File: config.mk
export PLATFORM = sky130hd
export DESIGN_NAME = rle_derivative_shape_decoder_top
export DESIGN_NICKNAME = d
export VERILOG_FILES = /design/src/rlds_pkg.sv /design/src/rlds_fifo.sv /design/src/rlds_front.sv /design/src/rlds_back.sv /design/src/rle_derivative_shape_decoder_top.sv
export SDC_FILE = /design/constraint.sdc
export NUM_CORES = 2
export LEC_CHECK = 0
export BUFFER_PORTS_ARGS = -buffer_cell sky130_fd_sc_hd__clkbuf_2
export CAP_MARGIN = 20
export CORE_UTILIZATION = 45
export DETAILED_ROUTE_END_ITERATION = 12
export PLACE_DENSITY = 0.71
export REMOVE_ABC_BUFFERS = 1
export SLEW_MARGIN = 20
export SYNTH_ARGS = -nofsm -noshare
export SYNTH_HDL_FRONTEND = slang
export SYNTH_SLANG_ARGS = --single-unit
export TNS_END_PERCENT = 20
File: constraint.sdc
create_clock -name clk -period 24.3 [get_ports clk]
set_input_delay 6.075 -clock clk [delete_from_list [all_inputs] [get_ports clk]]
set_output_delay 6.075 -clock clk [all_outputs]
set_load 0.05 [all_outputs]
File: src/rlds_pkg.sv
// Shared types, constants and codes of the run-length shape decoder.
package rlds_pkg;

  localparam int MAX_RUN_DEF  = 64;
  localparam int CNT_W        = 7;   // holds a run length up to 64
  localparam int ACC_W        = 40;
  localparam int QUEUE_DEPTH  = 4;
  localparam int PTR_W        = 2;
  localparam int ADDR_W       = 4;

  localparam logic [1:0] REG_PACKED_COUNT = 2'd0;
  localparam logic [1:0] REG_SAMPLE_COUNT = 2'd1;
  localparam logic [1:0] REG_SCALE        = 2'd2;

  localparam logic [2:0] ERR_NONE   = 3'd0;
  localparam logic [2:0] ERR_FRAC   = 3'd1;
  localparam logic [2:0] ERR_RANGE  = 3'd2;
  localparam logic [2:0] ERR_TRUNC  = 3'd3;
  localparam logic [2:0] ERR_LENGTH = 3'd4;

  localparam logic signed [ACC_W-1:0] ACC_MAX = {1'b0, {(ACC_W-1){1'b1}}};
  localparam logic signed [ACC_W-1:0] ACC_MIN = {1'b1, {(ACC_W-1){1'b0}}};

  typedef enum logic [1:0] {
    JOB_PLAIN = 2'd0,
    JOB_RUN   = 2'd1,
    JOB_ERR   = 2'd2
  } job_kind_t;

  typedef struct packed {
    job_kind_t         kind;
    logic [31:0]       val_a;
    logic [CNT_W-1:0]  cnt_a;
    logic              has_b;
    logic [31:0]       val_b;
    logic [15:0]       index;
    logic              shape_end;
    logic [2:0]        err;
  } job_t;

  typedef struct packed {
    logic [15:0]        packed_count;
    logic [15:0]        sample_count;
    logic signed [31:0] scale;
  } cfg_t;

endpackage

File: src/rlds_fifo.sv
// Short job queue between the classifying front end and the sample back end.
module rlds_fifo (
  input  logic          clk,
  input  logic          rst_n,
  input  logic          push,
  input  rlds_pkg::job_t wdata,
  input  logic          pop,
  output rlds_pkg::job_t rdata,
  output logic          empty,
  output logic          full
);
  import rlds_pkg::*;

  job_t             mem_r [QUEUE_DEPTH];
  logic [PTR_W-1:0] wr_ptr_r, wr_ptr_nxt;
  logic [PTR_W-1:0] rd_ptr_r, rd_ptr_nxt;
  logic [PTR_W:0]   count_r, count_nxt;

  assign empty = (count_r == '0);
  assign full  = (count_r == (PTR_W+1)'(QUEUE_DEPTH));
  assign rdata = mem_r[rd_ptr_r];

  always_comb begin
    wr_ptr_nxt = wr_ptr_r;
    rd_ptr_nxt = rd_ptr_r;
    count_nxt  = count_r;
    if (push) begin
      wr_ptr_nxt = wr_ptr_r + 1'b1;
    end
    if (pop) begin
      rd_ptr_nxt = rd_ptr_r + 1'b1;
    end
    if (push && !pop) begin
      count_nxt = count_r + 1'b1;
    end else if (pop && !push) begin
      count_nxt = count_r - 1'b1;
    end
  end

  always_ff @(posedge clk) begin
    if (!rst_n) begin
      wr_ptr_r <= '0;
      rd_ptr_r <= '0;
      count_r  <= '0;
    end else begin
      wr_ptr_r <= wr_ptr_nxt;
      rd_ptr_r <= rd_ptr_nxt;
      count_r  <= count_nxt;
    end
  end

  always_ff @(posedge clk) begin
    if (push) begin
      mem_r[wr_ptr_r] <= wdata;
    end
  end

endmodule

File: src/rlds_front.sv
// Front end: accepts packed words, tracks run-length state and issues jobs.
module rlds_front #(
  parameter int MAX_RUN = rlds_pkg::MAX_RUN_DEF
) (
  input  logic          clk,
  input  logic          rst_n,
  input  rlds_pkg::cfg_t cfg,
  input  logic          cfg_clear,
  input  logic          in_valid,
  output logic          in_ready,
  input  logic [31:0]   in_word,
  input  logic          q_full,
  output logic          q_push,
  output rlds_pkg::job_t q_job
);
  import rlds_pkg::*;

  localparam logic [7:0] MAX_RUN_B = 8'(MAX_RUN);

  logic [31:0] held_value_r, held_value_nxt;
  logic        held_valid_r, held_valid_nxt;
  logic        awaiting_r, awaiting_nxt;
  logic [15:0] words_seen_r, words_seen_nxt;
  logic [15:0] samples_r, samples_nxt;

  logic        accept;
  logic        last;
  logic        plain;
  logic        same;
  logic [7:0]  rep;
  logic [7:0]  pushes;
  logic [16:0] total;
  logic [2:0]  err;
  logic [15:0] err_idx;

  assign in_ready = !q_full;
  assign accept   = in_valid && !q_full;

  always_comb begin
    last  = ({1'b0, words_seen_r} + 17'd1) >= {1'b0, cfg.packed_count};
    plain = (cfg.packed_count == cfg.sample_count);
    same  = held_valid_r && (in_word == held_value_r);
    rep   = {1'b0, in_word[30:24]} + 8'd2;

    pushes  = '0;
    err     = ERR_NONE;
    err_idx = samples_r;
    if (awaiting_r) begin
      if (in_word[23:0] != 24'd0) begin
        err = ERR_FRAC;
      end else if (in_word[31] || (rep > MAX_RUN_B)) begin
        err = ERR_RANGE;
      end else begin
        pushes = rep;
      end
    end else if (same) begin
      if (last) begin
        err = ERR_TRUNC;
      end
    end else begin
      pushes = {7'd0, held_valid_r} + {7'd0, last};
    end

    total = {1'b0, samples_r} + {9'd0, pushes};
    if (err == ERR_NONE) begin
      if (total > {1'b0, cfg.sample_count}) begin
        err     = ERR_LENGTH;
        err_idx = cfg.sample_count;
      end else if (last && (total != {1'b0, cfg.sample_count})) begin
        err     = ERR_LENGTH;
        err_idx = total[15:0];
      end
    end
  end

  always_comb begin
    held_value_nxt = held_value_r;
    held_valid_nxt = held_valid_r;
    awaiting_nxt   = awaiting_r;
    words_seen_nxt = words_seen_r;
    samples_nxt    = samples_r;
    q_push         = 1'b0;
    q_job          = '0;
    q_job.kind     = JOB_PLAIN;
    q_job.err      = ERR_NONE;

    if (accept && (cfg.packed_count != 16'd0)) begin
      if (plain) begin
        q_push          = 1'b1;
        q_job.kind      = JOB_PLAIN;
        q_job.val_a     = in_word;
        q_job.index     = words_seen_r;
        q_job.shape_end = last;
        words_seen_nxt  = last ? 16'd0 : words_seen_r + 16'd1;
      end else begin
        if (err != ERR_NONE) begin
          q_push      = 1'b1;
          q_job.kind  = JOB_ERR;
          q_job.index = err_idx;
          q_job.err   = err;
        end else if (pushes != 8'd0) begin
          q_push          = 1'b1;
          q_job.kind      = JOB_RUN;
          q_job.index     = samples_r;
          q_job.shape_end = last;
          if (awaiting_r) begin
            q_job.val_a = held_value_r;
            q_job.cnt_a = pushes[CNT_W-1:0];
          end else if (held_valid_r) begin
            q_job.val_a = held_value_r;
            q_job.cnt_a = CNT_W'(1);
            q_job.has_b = last;
            q_job.val_b = in_word;
          end else begin
            q_job.val_a = in_word;
            q_job.cnt_a = CNT_W'(1);
          end
        end

        if ((err != ERR_NONE) || last) begin
          held_value_nxt = '0;
          held_valid_nxt = 1'b0;
          awaiting_nxt   = 1'b0;
          words_seen_nxt = '0;
          samples_nxt    = '0;
        end else begin
          words_seen_nxt = words_seen_r + 16'd1;
          samples_nxt    = total[15:0];
          if (awaiting_r) begin
            held_valid_nxt = 1'b0;
            awaiting_nxt   = 1'b0;
          end else if (same) begin
            awaiting_nxt = 1'b1;
          end else begin
            held_value_nxt = in_word;
            held_valid_nxt = 1'b1;
          end
        end
      end
    end

    if (cfg_clear) begin
      held_value_nxt = '0;
      held_valid_nxt = 1'b0;
      awaiting_nxt   = 1'b0;
      words_seen_nxt = '0;
      samples_nxt    = '0;
    end
  end

  always_ff @(posedge clk) begin
    if (!rst_n) begin
      held_value_r <= '0;
      held_valid_r <= 1'b0;
      awaiting_r   <= 1'b0;
      words_seen_r <= '0;
      samples_r    <= '0;
    end else begin
      held_value_r <= held_value_nxt;
      held_valid_r <= held_valid_nxt;
      awaiting_r   <= awaiting_nxt;
      words_seen_r <= words_seen_nxt;
      samples_r    <= samples_nxt;
    end
  end

endmodule

File: src/rlds_back.sv
// Back end: expands jobs into samples, integrates, scales and drives results.
module rlds_back (
  input  logic               clk,
  input  logic               rst_n,
  input  logic signed [31:0] cfg_scale,
  input  logic               cfg_clear,
  input  logic               q_empty,
  input  rlds_pkg::job_t     q_job,
  output logic               q_pop,
  output logic               out_valid,
  input  logic               out_ready,
  output logic signed [63:0] out_sample_value,
  output logic [15:0]        out_sample_index,
  output logic               out_run_last,
  output logic               out_shape_done,
  output logic [2:0]         out_error_code
);
  import rlds_pkg::*;

  // sequencer
  logic             busy_r, busy_nxt;
  job_t             job_r, job_nxt;
  logic [CNT_W-1:0] rem_r, rem_nxt;
  logic             phase_b_r, phase_b_nxt;
  logic [15:0]      idx_r, idx_nxt;
  logic signed [ACC_W-1:0] acc_r, acc_nxt;

  // stage A: integrated sample
  logic                    a_valid_r, a_valid_nxt;
  logic signed [ACC_W-1:0] a_s_r, a_s_nxt;
  logic [15:0]             a_idx_r, a_idx_nxt;
  logic                    a_last_r, a_last_nxt;
  logic                    a_done_r, a_done_nxt;
  logic [2:0]              a_err_r, a_err_nxt;

  // stage B: partial products
  logic               b_valid_r;
  logic signed [55:0] b_p1_r;
  logic signed [48:0] b_p0_r;
  logic [15:0]        b_idx_r;
  logic               b_last_r;
  logic               b_done_r;
  logic [2:0]         b_err_r;

  // stage C: output register
  logic               out_valid_r;
  logic signed [63:0] out_value_r;
  logic [15:0]        out_idx_r;
  logic               out_last_r;
  logic               out_done_r;
  logic [2:0]         out_err_r;

  logic               en;
  logic               emit;
  logic [31:0]        v_sel;
  logic [ACC_W:0]     sum41;
  logic signed [ACC_W-1:0] sat40;
  logic               run_end;
  logic signed [23:0] s_hi;
  logic signed [16:0] s_lo;
  logic signed [55:0] p1_c;
  logic signed [48:0] p0_c;
  logic signed [48:0] p0_sh;
  logic signed [56:0] val_c;

  assign en    = !out_valid_r || out_ready;
  assign emit  = busy_r && en;
  assign q_pop = !busy_r && !q_empty;

  always_comb begin
    v_sel   = phase_b_r ? job_r.val_b : job_r.val_a;
    sum41   = {acc_r[ACC_W-1], acc_r} + {{(ACC_W+1-32){v_sel[31]}}, v_sel};
    if (sum41[ACC_W] != sum41[ACC_W-1]) begin
      sat40 = sum41[ACC_W] ? ACC_MIN : ACC_MAX;
    end else begin
      sat40 = sum41[ACC_W-1:0];
    end
    run_end = phase_b_r || ((rem_r == CNT_W'(1)) && !job_r.has_b);
  end

  always_comb begin
    busy_nxt    = busy_r;
    job_nxt     = job_r;
    rem_nxt     = rem_r;
    phase_b_nxt = phase_b_r;
    idx_nxt     = idx_r;
    acc_nxt     = acc_r;
    a_valid_nxt = a_valid_r;
    a_s_nxt     = a_s_r;
    a_idx_nxt   = a_idx_r;
    a_last_nxt  = a_last_r;
    a_done_nxt  = a_done_r;
    a_err_nxt   = a_err_r;

    if (q_pop) begin
      busy_nxt    = 1'b1;
      job_nxt     = q_job;
      rem_nxt     = q_job.cnt_a;
      phase_b_nxt = 1'b0;
      idx_nxt     = q_job.index;
    end

    if (en) begin
      a_valid_nxt = 1'b0;
    end

    if (emit) begin
      a_valid_nxt = 1'b1;
      a_err_nxt   = ERR_NONE;
      case (job_r.kind)
        JOB_PLAIN: begin
          a_s_nxt    = {{(ACC_W-32){job_r.val_a[31]}}, job_r.val_a};
          a_idx_nxt  = job_r.index;
          a_last_nxt = 1'b1;
          a_done_nxt = job_r.shape_end;
          busy_nxt   = 1'b0;
        end
        JOB_RUN: begin
          a_s_nxt    = sat40;
          a_idx_nxt  = idx_r;
          a_last_nxt = run_end;
          a_done_nxt = run_end && job_r.shape_end;
          acc_nxt    = (run_end && job_r.shape_end) ? '0 : sat40;
          idx_nxt    = idx_r + 16'd1;
          if (!phase_b_r) begin
            rem_nxt = rem_r - 1'b1;
            if ((rem_r == CNT_W'(1)) && job_r.has_b) begin
              phase_b_nxt = 1'b1;
            end
          end
          if (run_end) begin
            busy_nxt = 1'b0;
          end
        end
        JOB_ERR: begin
          // drop the shape: zero sample, flag and restart integration
          a_s_nxt    = '0;
          a_idx_nxt  = job_r.index;
          a_last_nxt = 1'b1;
          a_done_nxt = 1'b1;
          a_err_nxt  = job_r.err;
          acc_nxt    = '0;
          busy_nxt   = 1'b0;
        end
        default: begin
          a_valid_nxt = 1'b0;
          busy_nxt    = 1'b0;
        end
      endcase
    end

    if (cfg_clear) begin
      acc_nxt = '0;
    end
  end

  // split the 40-bit sample so each product stays within 32 by 32 bits
  always_comb begin
    s_hi  = a_s_r[ACC_W-1:16];
    s_lo  = {1'b0, a_s_r[15:0]};
    p1_c  = s_hi * cfg_scale;
    p0_c  = s_lo * cfg_scale;
    p0_sh = b_p0_r >>> 16;
    val_c = 57'(b_p1_r) + 57'(p0_sh);
  end

  always_ff @(posedge clk) begin
    if (!rst_n) begin
      busy_r      <= 1'b0;
      phase_b_r   <= 1'b0;
      acc_r       <= '0;
      a_valid_r   <= 1'b0;
      b_valid_r   <= 1'b0;
      out_valid_r <= 1'b0;
    end else begin
      busy_r    <= busy_nxt;
      phase_b_r <= phase_b_nxt;
      acc_r     <= acc_nxt;
      a_valid_r <= a_valid_nxt;
      if (en) begin
        b_valid_r   <= a_valid_r;
        out_valid_r <= b_valid_r;
      end
    end
  end

  always_ff @(posedge clk) begin
    job_r    <= job_nxt;
    rem_r    <= rem_nxt;
    idx_r    <= idx_nxt;
    a_s_r    <= a_s_nxt;
    a_idx_r  <= a_idx_nxt;
    a_last_r <= a_last_nxt;
    a_done_r <= a_done_nxt;
    a_err_r  <= a_err_nxt;
    if (en) begin
      b_p1_r      <= p1_c;
      b_p0_r      <= p0_c;
      b_idx_r     <= a_idx_r;
      b_last_r    <= a_last_r;
      b_done_r    <= a_done_r;
      b_err_r     <= a_err_r;
      out_value_r <= {{7{val_c[56]}}, val_c};
      out_idx_r   <= b_idx_r;
      out_last_r  <= b_last_r;
      out_done_r  <= b_done_r;
      out_err_r   <= b_err_r;
    end
  end

  assign out_valid        = out_valid_r;
  assign out_sample_value = out_value_r;
  assign out_sample_index = out_idx_r;
  assign out_run_last     = out_last_r;
  assign out_shape_done   = out_done_r;
  assign out_error_code   = out_err_r;

`ifndef SYNTHESIS
  a_err_sample_zero: assert property (@(posedge clk) disable iff (!rst_n)
    (a_valid_r && (a_err_r != ERR_NONE)) |-> ((a_s_r == '0) && a_last_r && a_done_r))
    else $error("error sample not zero or not closing the shape");

  a_run_count_live: assert property (@(posedge clk) disable iff (!rst_n)
    (busy_r && (job_r.kind == JOB_RUN) && !phase_b_r) |-> (rem_r != '0))
    else $error("run job active with no samples left");

  a_acc_clear_at_end: assert property (@(posedge clk) disable iff (!rst_n)
    (emit && (job_r.kind == JOB_RUN) && run_end && job_r.shape_end) |=> (acc_r == '0))
    else $error("accumulator not cleared at shape end");
`endif

endmodule

File: src/rle_derivative_shape_decoder_top.sv
// Top level of the run-length shape decoder: APB registers, front end, queue, back end.
// Throughput: the back-end sequencer loads a job only while idle, then emits one sample per
//   cycle while out_ready does not stall it, and takes no new job before the last one is done.
// The front end takes a word per cycle while the 4-entry job queue has room.
// Reset: synchronous active-low rst_n clears control state; scale returns to 1.0, counts to 0.
module rle_derivative_shape_decoder_top #(
  parameter int MAX_RUN = rlds_pkg::MAX_RUN_DEF
) (
  input  logic                        clk,
  input  logic                        rst_n,
  // configuration port
  input  logic                        psel,
  input  logic                        penable,
  input  logic                        pwrite,
  input  logic [rlds_pkg::ADDR_W-1:0] paddr,
  input  logic [31:0]                 pwdata,
  output logic [31:0]                 prdata,
  output logic                        pready,
  // packed word channel
  input  logic                        in_valid,
  output logic                        in_ready,
  input  logic signed [31:0]          in_packed_word,
  // sample channel
  output logic                        out_valid,
  input  logic                        out_ready,
  output logic signed [63:0]          out_sample_value,
  output logic [15:0]                 out_sample_index,
  output logic                        out_run_last,
  output logic                        out_shape_done,
  output logic [2:0]                  out_error_code
);
  import rlds_pkg::*;

  cfg_t        cfg_r, cfg_nxt;
  logic        cfg_wr;
  logic        cfg_clear;
  logic [1:0]  reg_idx;

  logic        q_push;
  logic        q_pop;
  logic        q_empty;
  logic        q_full;
  job_t        q_wjob;
  job_t        q_rjob;

  // APB: zero-wait, write lands on the access phase
  assign pready  = 1'b1;
  assign reg_idx = paddr[ADDR_W-1:2];
  assign cfg_wr  = psel && penable && pwrite;

  always_comb begin
    cfg_nxt   = cfg_r;
    cfg_clear = 1'b0;
    if (cfg_wr) begin
      case (reg_idx)
        REG_PACKED_COUNT: begin
          cfg_nxt.packed_count = pwdata[15:0];
          cfg_clear            = 1'b1;
        end
        REG_SAMPLE_COUNT: begin
          cfg_nxt.sample_count = pwdata[15:0];
          cfg_clear            = 1'b1;
        end
        REG_SCALE: begin
          cfg_nxt.scale = pwdata;
          cfg_clear     = 1'b1;
        end
        default: begin
          // unmapped address: drop the write, keep shape state
          cfg_clear = 1'b0;
        end
      endcase
    end
  end

  always_comb begin
    case (reg_idx)
      REG_PACKED_COUNT: prdata = {16'd0, cfg_r.packed_count};
      REG_SAMPLE_COUNT: prdata = {16'd0, cfg_r.sample_count};
      REG_SCALE:        prdata = cfg_r.scale;
      default:          prdata = '0;
    endcase
  end

  always_ff @(posedge clk) begin
    if (!rst_n) begin
      cfg_r.packed_count <= '0;
      cfg_r.sample_count <= '0;
      cfg_r.scale        <= 32'sd65536;
    end else begin
      cfg_r <= cfg_nxt;
    end
  end

  // front end: classify each word, predict errors, issue one job at most
  rlds_front #(
    .MAX_RUN (MAX_RUN)
  ) u_front (
    .clk       (clk),
    .rst_n     (rst_n),
    .cfg       (cfg_r),
    .cfg_clear (cfg_clear),
    .in_valid  (in_valid),
    .in_ready  (in_ready),
    .in_word   (in_packed_word),
    .q_full    (q_full),
    .q_push    (q_push),
    .q_job     (q_wjob)
  );

  // job queue decouples word intake from sample expansion
  rlds_fifo u_fifo (
    .clk   (clk),
    .rst_n (rst_n),
    .push  (q_push),
    .wdata (q_wjob),
    .pop   (q_pop),
    .rdata (q_rjob),
    .empty (q_empty),
    .full  (q_full)
  );

  // back end: expand, integrate, scale and hold each result transaction
  rlds_back u_back (
    .clk              (clk),
    .rst_n            (rst_n),
    .cfg_scale        (cfg_r.scale),
    .cfg_clear        (cfg_clear),
    .q_empty          (q_empty),
    .q_job            (q_rjob),
    .q_pop            (q_pop),
    .out_valid        (out_valid),
    .out_ready        (out_ready),
    .out_sample_value (out_sample_value),
    .out_sample_index (out_sample_index),
    .out_run_last     (out_run_last),
    .out_shape_done   (out_shape_done),
    .out_error_code   (out_error_code)
  );

endmodule

==> Yosys cells after proc, flatten, opt, wreduce, memory -nomap -nowiden <==
Memories as Yosys holds them, arrays and structs flattened. A register that Yosys moved wholly into a read port is not among the register bits.
Index checks and enable logic that the tools add are counted.
{ "totals": {"reg_bits": 557, "ram_bits": 376, "word_cells": 210, "memories": 1} }
{ "op_classes": {"addsub": 13, "mul": 2, "magnitude_cmp": 3, "n_eq_ne": 13, "muxes": 84, "n_bitwise": 2, "reduce_logical": 50} }
{ "mem_list": {"columns": ["memory", "depth", "word_bits", "read_ports", "rd_ports_with_merged_regs", "write_ports", "line", "text"], "rows": [
  ["u_fifo.mem_r", 4, 94, 1, 1, 1, "rlds_fifo.sv:14", "job_t mem_r [QUEUE_DEPTH];"]
]} }
{ "ops": {"columns": ["operator", "n"], "rows": [
  ["two-way mux 16 bit", 11],
  ["two-way mux 40 bit", 4],
  ["two-way mux 32 bit", 4],
  ["one-hot mux 40 bit (3 select lines)", 1],
  ["one-hot mux 32 bit (3 select lines)", 1],
  ["two-way mux 94 bit", 1],
  ["two-way mux 90 bit", 1],
  ["one-hot mux 40 bit (2 select lines)", 1],
  ["two-way mux 39 bit", 2],
  ["two-way mux 72 bit", 1],
  ["two-way mux 33 bit", 2],
  ["adder 56 x 33 -> 57 bit", 1],
  ["multiplier 24 x 32 -> 56 bit", 1],
  ["multiplier 17 x 32 -> 49 bit", 1],
  ["adder 40 x 32 -> 41 bit", 1],
  ["two-way mux 34 bit", 1],
  ["adder 16 x 1 -> 16 bit, second input constant", 2],
  ["equality test 32 bit", 1],
  ["two-way mux 8 bit", 4],
  ["one-hot mux 16 bit (2 select lines)", 1],
  ["two-way mux 3 bit", 10],
  ["two-way mux 7 bit", 4],
  ["two-way mux 1 bit", 27],
  ["nonzero test 24 bit", 1],
  ["39 further kinds", 83]
]} }

==> Longest topological paths before layout <==
{ "depth": {"ltp_word": 20, "mapped_depth": 43, "mapped_depth_nobuf": 41} }

==> By module <==
Synthesis repeated with hierarchy kept, for this count alone.
{ "unflattened": {"hier_cells": 8165, "hier_area_um2": 86922.1} }
{ "modules_own_cells": {"columns": ["mod", "instances", "cells_each", "area_each_um2", "seq_area_each_um2"], "rows": [
  ["rlds_back", 1, 6515, 63692.3, 11451.0],
  ["rlds_fifo", 1, 534, 14073.5, 11471.0],
  ["rlds_front", 1, 794, 6238.5, 1321.3],
  ["rle_derivative_shape_decoder_top", 1, 322, 2917.8, 1281.2]
]} }

==> Worst setup path after synthesis <==
OpenSTA, ideal clock, no wires.
{ "synth_path": {"kind": "input port to output port", "start": "input paddr[2] (netlist bit)", "end": "output prdata[10]", "arrival_ns": 8.171, "slack_ns": 10.054, "cell_stages": 4, "cell_sequence": "buf_1 > buf_1 > mux2i_1 > o21ai_0"} }
{ "synth_via": {"elab_chain_cells": 2} }
{ "synth_rtl": {"columns": ["item", "line", "text"], "rows": [
  ["from (decl)", "rle_derivative_shape_decoder_top.sv:15", "input logic [rlds_pkg::ADDR_W-1:0] paddr,"],
  ["equality test 2 bit, or another cell as far along", "rle_derivative_shape_decoder_top.sv:77", "case (reg_idx)"],
  ["one-hot mux 32 bit (3 select lines) (*)", "rle_derivative_shape_decoder_top.sv:77", null],
  ["to (decl)", "rle_derivative_shape_decoder_top.sv:17", "output logic [31:0] prdata,"]
]} }
Mark *: on every way between the ends. The rest lies on a longest branch, timed or not.

==> Final worst setup path <==
{ "layout_path": {"start": "input paddr[2] (netlist bit)", "end": "output prdata[3]"} }
The elaborated chain is that of the path after synthesis.

==> impl_metrics.yaml <==
synthesis:
  synth_adder_area_share_pct: 35.8
  synth_compound_area_share_pct: 8.36
  synthFlopType: "edfxtp_1"
  synth-xor-area-share_pct: 2.66
  syn_inst: 8154
  synthSimpleGateAreaFrac_pct: 12.6
  synth_warnings: 0
  synth_edf_count: 712
  synthArstFlopShare_pct: 0
  netlist.area_leader.share_pct: 29.7
  avgSynthCellArea_um2: 10.5
  synth_area_mm2: 0.0859
  ys_types: 97
  ys_ff_latch: 919
  seq_area_frac_synth_pct: 29.7
  synth_mux_area_share_pct: 2.97
  synth_top_family_by_area: "adder cells"
  synth.top_cells.by_area: "fa_1, edfxtp_1, ha_1, inv_1, nand2_1"
  synth_top_area_cell: "fa_1"
pwr:
  p_leak_nw: 38.5
  power.total_mw: 7.97
  vdd_ir_drop_max_mv: 0.0734
  power_per_cell_area_mw_per_mm2: 85.9
worst_setup_path:
  worst_setup_path_end_kind: "output port"
  crit_path_frequent_cell: "clkbuf_2"
  cp_max_fo: 33
  cp-start-kind: "primary input"
  cp.arrival_ns: 7.74
  cp_cell_sequence: "clkbuf_2, nor2b_4, nand2_1, o21ai_0, clkbuf_2"
  cp_slowest_cell: "nor2b_4"
  critPathKind: "primary input to output port"
  required_ns: 18.22
  max_stage_delay_ns: 0.67
grt:
  grt_overflow_total: 0
  grt_pass1_vias: 63457
  grt_max_degree: 82
  track_usage_pct: 24.1
  grt_pass1_wl_mm: 359
  antenna_found_initial: 8
drt:
  drtPass1Iterations: 6
  antenna_left: 0
  route.detailed.drc: 0
  wl_mm: 229
  wl_per_cell_um: 21.4
  avgViaCountPerCell: 5.57
  via_count: 59686
  drtIter0Drc: 4980
sta:
  maxSlewHeadroom_pct: 26.5
  max_freq_mhz: 72.4
  report.final.slew_viol_count: 0
  min_period_ns: 13.82
  post-route-period-util_pct: 56.9
  worst_pin_slew_ns: 1.10
  fin_setup_tns_ns: 0
  rsz0062_at_grt: "no"
  hold_violations: 0
  setup_viol: 0
  skew_ns: 0.0773
  fin_ws_ns: 10.48
cts:
  ctsLongestPathBuffers: 3
  clk_latency_ns: 0.79
  ctsResizeCount: 0
  cts_tree: "done"
  numCtsBuffers: 99
  cts_sinks: 919
  cts.htree.levels: 3
  post-cts-setup-buffer-count: 0
  root_buffer: "clkbuf_16"
  clk_pin_slew_worst_paths_ns: 0.06
  cts_hold_buf: 0
final_layout:
  fin_nets: 9891
  drive_above_1_share_pct: 7.98
  layout_common_cells: "inv_1, fa_1, nand2_1"
  fill_cells: 16740
  postLayoutCellArea_mm2: 0.0927
  final_common_cell: "inv_1"
  post-route-util_pct: 49.2
  area_growth_pct: 7.98
placement:
  dpl_cell_area_mm2: 0.0892
  dp_slack_ns: 9.78
  post-dp-hpwl_mm: 166
  port_buffers: 191
  gp_congestion: 0.927
min_path:
  hold_class: "register to register"
die:
  dieWidth_um: 439
  start_util_pct: 45.5
  ios: 195
  dieHeight_um: 439
  fp.dieArea_mm2: 0.193
  rows: 159
  core_area_mm2: 0.189
run_status:
  outcome: "finished, final reports clean"
job:
  cap_violations: 0
-- per-stage QoR --
| step | std cells | hold slack [ns] |
|---|---|---|
| floorplan | 7715 | 0.400 |
| global placement | 10520 | 0.407 |
| detailed placement | 10520 | 0.405 |
| CTS | 10706 | 0.406 |
| global route | 10707 | 0.407 |
| finish | 10711 | 0.402 |
-- metal layers --
metal  vias to the layer above  GRT usage [%]  wire, um  part of all wire (%)
met1                     30250           30.4     89200                    39
met2                      2663           40.3    109000                    48
met5                         -              0        31                 0.014
met3                       592           4.50     19300                   8.4
li1                      26177              -         -                     -
met4                         4           10.9     11800                   5.1
-- cells in the mapped netlist (28+ instances only) --
library cell,n
inv_1,1348
fa_1,1274
nand2_1,1178
edfxtp_1,712
and2_1,518
ha_1,416
clkbuf_1,368
a21oi_1,240
dfxtp_1,207
nor2_1,203
o21ai_0,202
xnor2_1,153
a21o_1,122
xor2_1,108
a22o_1,97
mux4_2,94
a21boi_0,70
nand3_1,66
nand2b_1,54
nor2b_1,40
nor3_1,40
and3_1,39
nand4_1,39
o22ai_1,36
o21ai_1,34
buf_2,33
o21a_1,33
a211oi_1,30
nor4_1,30
buf_1,28
-- power breakdown --
part	internal [mW]	switching [mW]
sequential	2.19	0.157
clock	0.921	0.688
combinational	1.35	2.66
total	4.46	3.51
-- kinds of logic after synthesis --
| family | after synthesis |
|---|---|
| AOI/OAI and AO/OA | 1076 |
| xor gates and xnor gates | 261 |
| adders and majority gates | 1690 |
| buffers and inverters | 1790 |
| DFF | 919 |
| muxes | 135 |
| other | 2 |
| and+or+nand+nor | 2281 |
-- sequential cells by signal, indices dropped and copies added, names as in the netlist, 32 cells and up, named ones only --
register                 cells
u_back.a_s_r                40
u_fifo.mem_r               376
u_front.held_value_r        32
cfg_r                       64
u_back.out_sample_value     57
u_back.b_p0_r               33
u_back.b_p1_r               56
u_back.acc_r                40
u_back.job_r                87
-- critical path, delay by kind of cell --
family,cells,cell delay (ns)
and+or+nand+nor,2,0.77
buffers and inverters,2,0.74
AOI/OAI and AO/OA,1,0.14
-- area by class of cell --
class	count	area, um2	area share (%)
multi-input cells	5445	53600	57.8
flip-flops and latches	919	25500	27.5
inverters	1351	5080	5.48
well taps	2495	3120	3.37
clock buffers	110	2550	2.75
repair buffers	310	1850	1.99
clock inverters	76	965	1.04
diodes	5	12.5	0.0135
-- final timing paths --
check             depth (start not counted)  slack, ns                    start                  endpoint
setup / recovery                          5      10.48                 paddr[2]                 prdata[3]
hold / removal                            0       0.40        u_back.b_err_r[0]  u_back.out_error_code[0]
setup reg to reg                         36      14.22  u_front.words_seen_r[2]       u_fifo.mem_r[3][84]
hold reg to reg                           0       0.40        u_back.b_err_r[0]  u_back.out_error_code[0]
No activity file was read; power rests on OpenSTA's default activity.
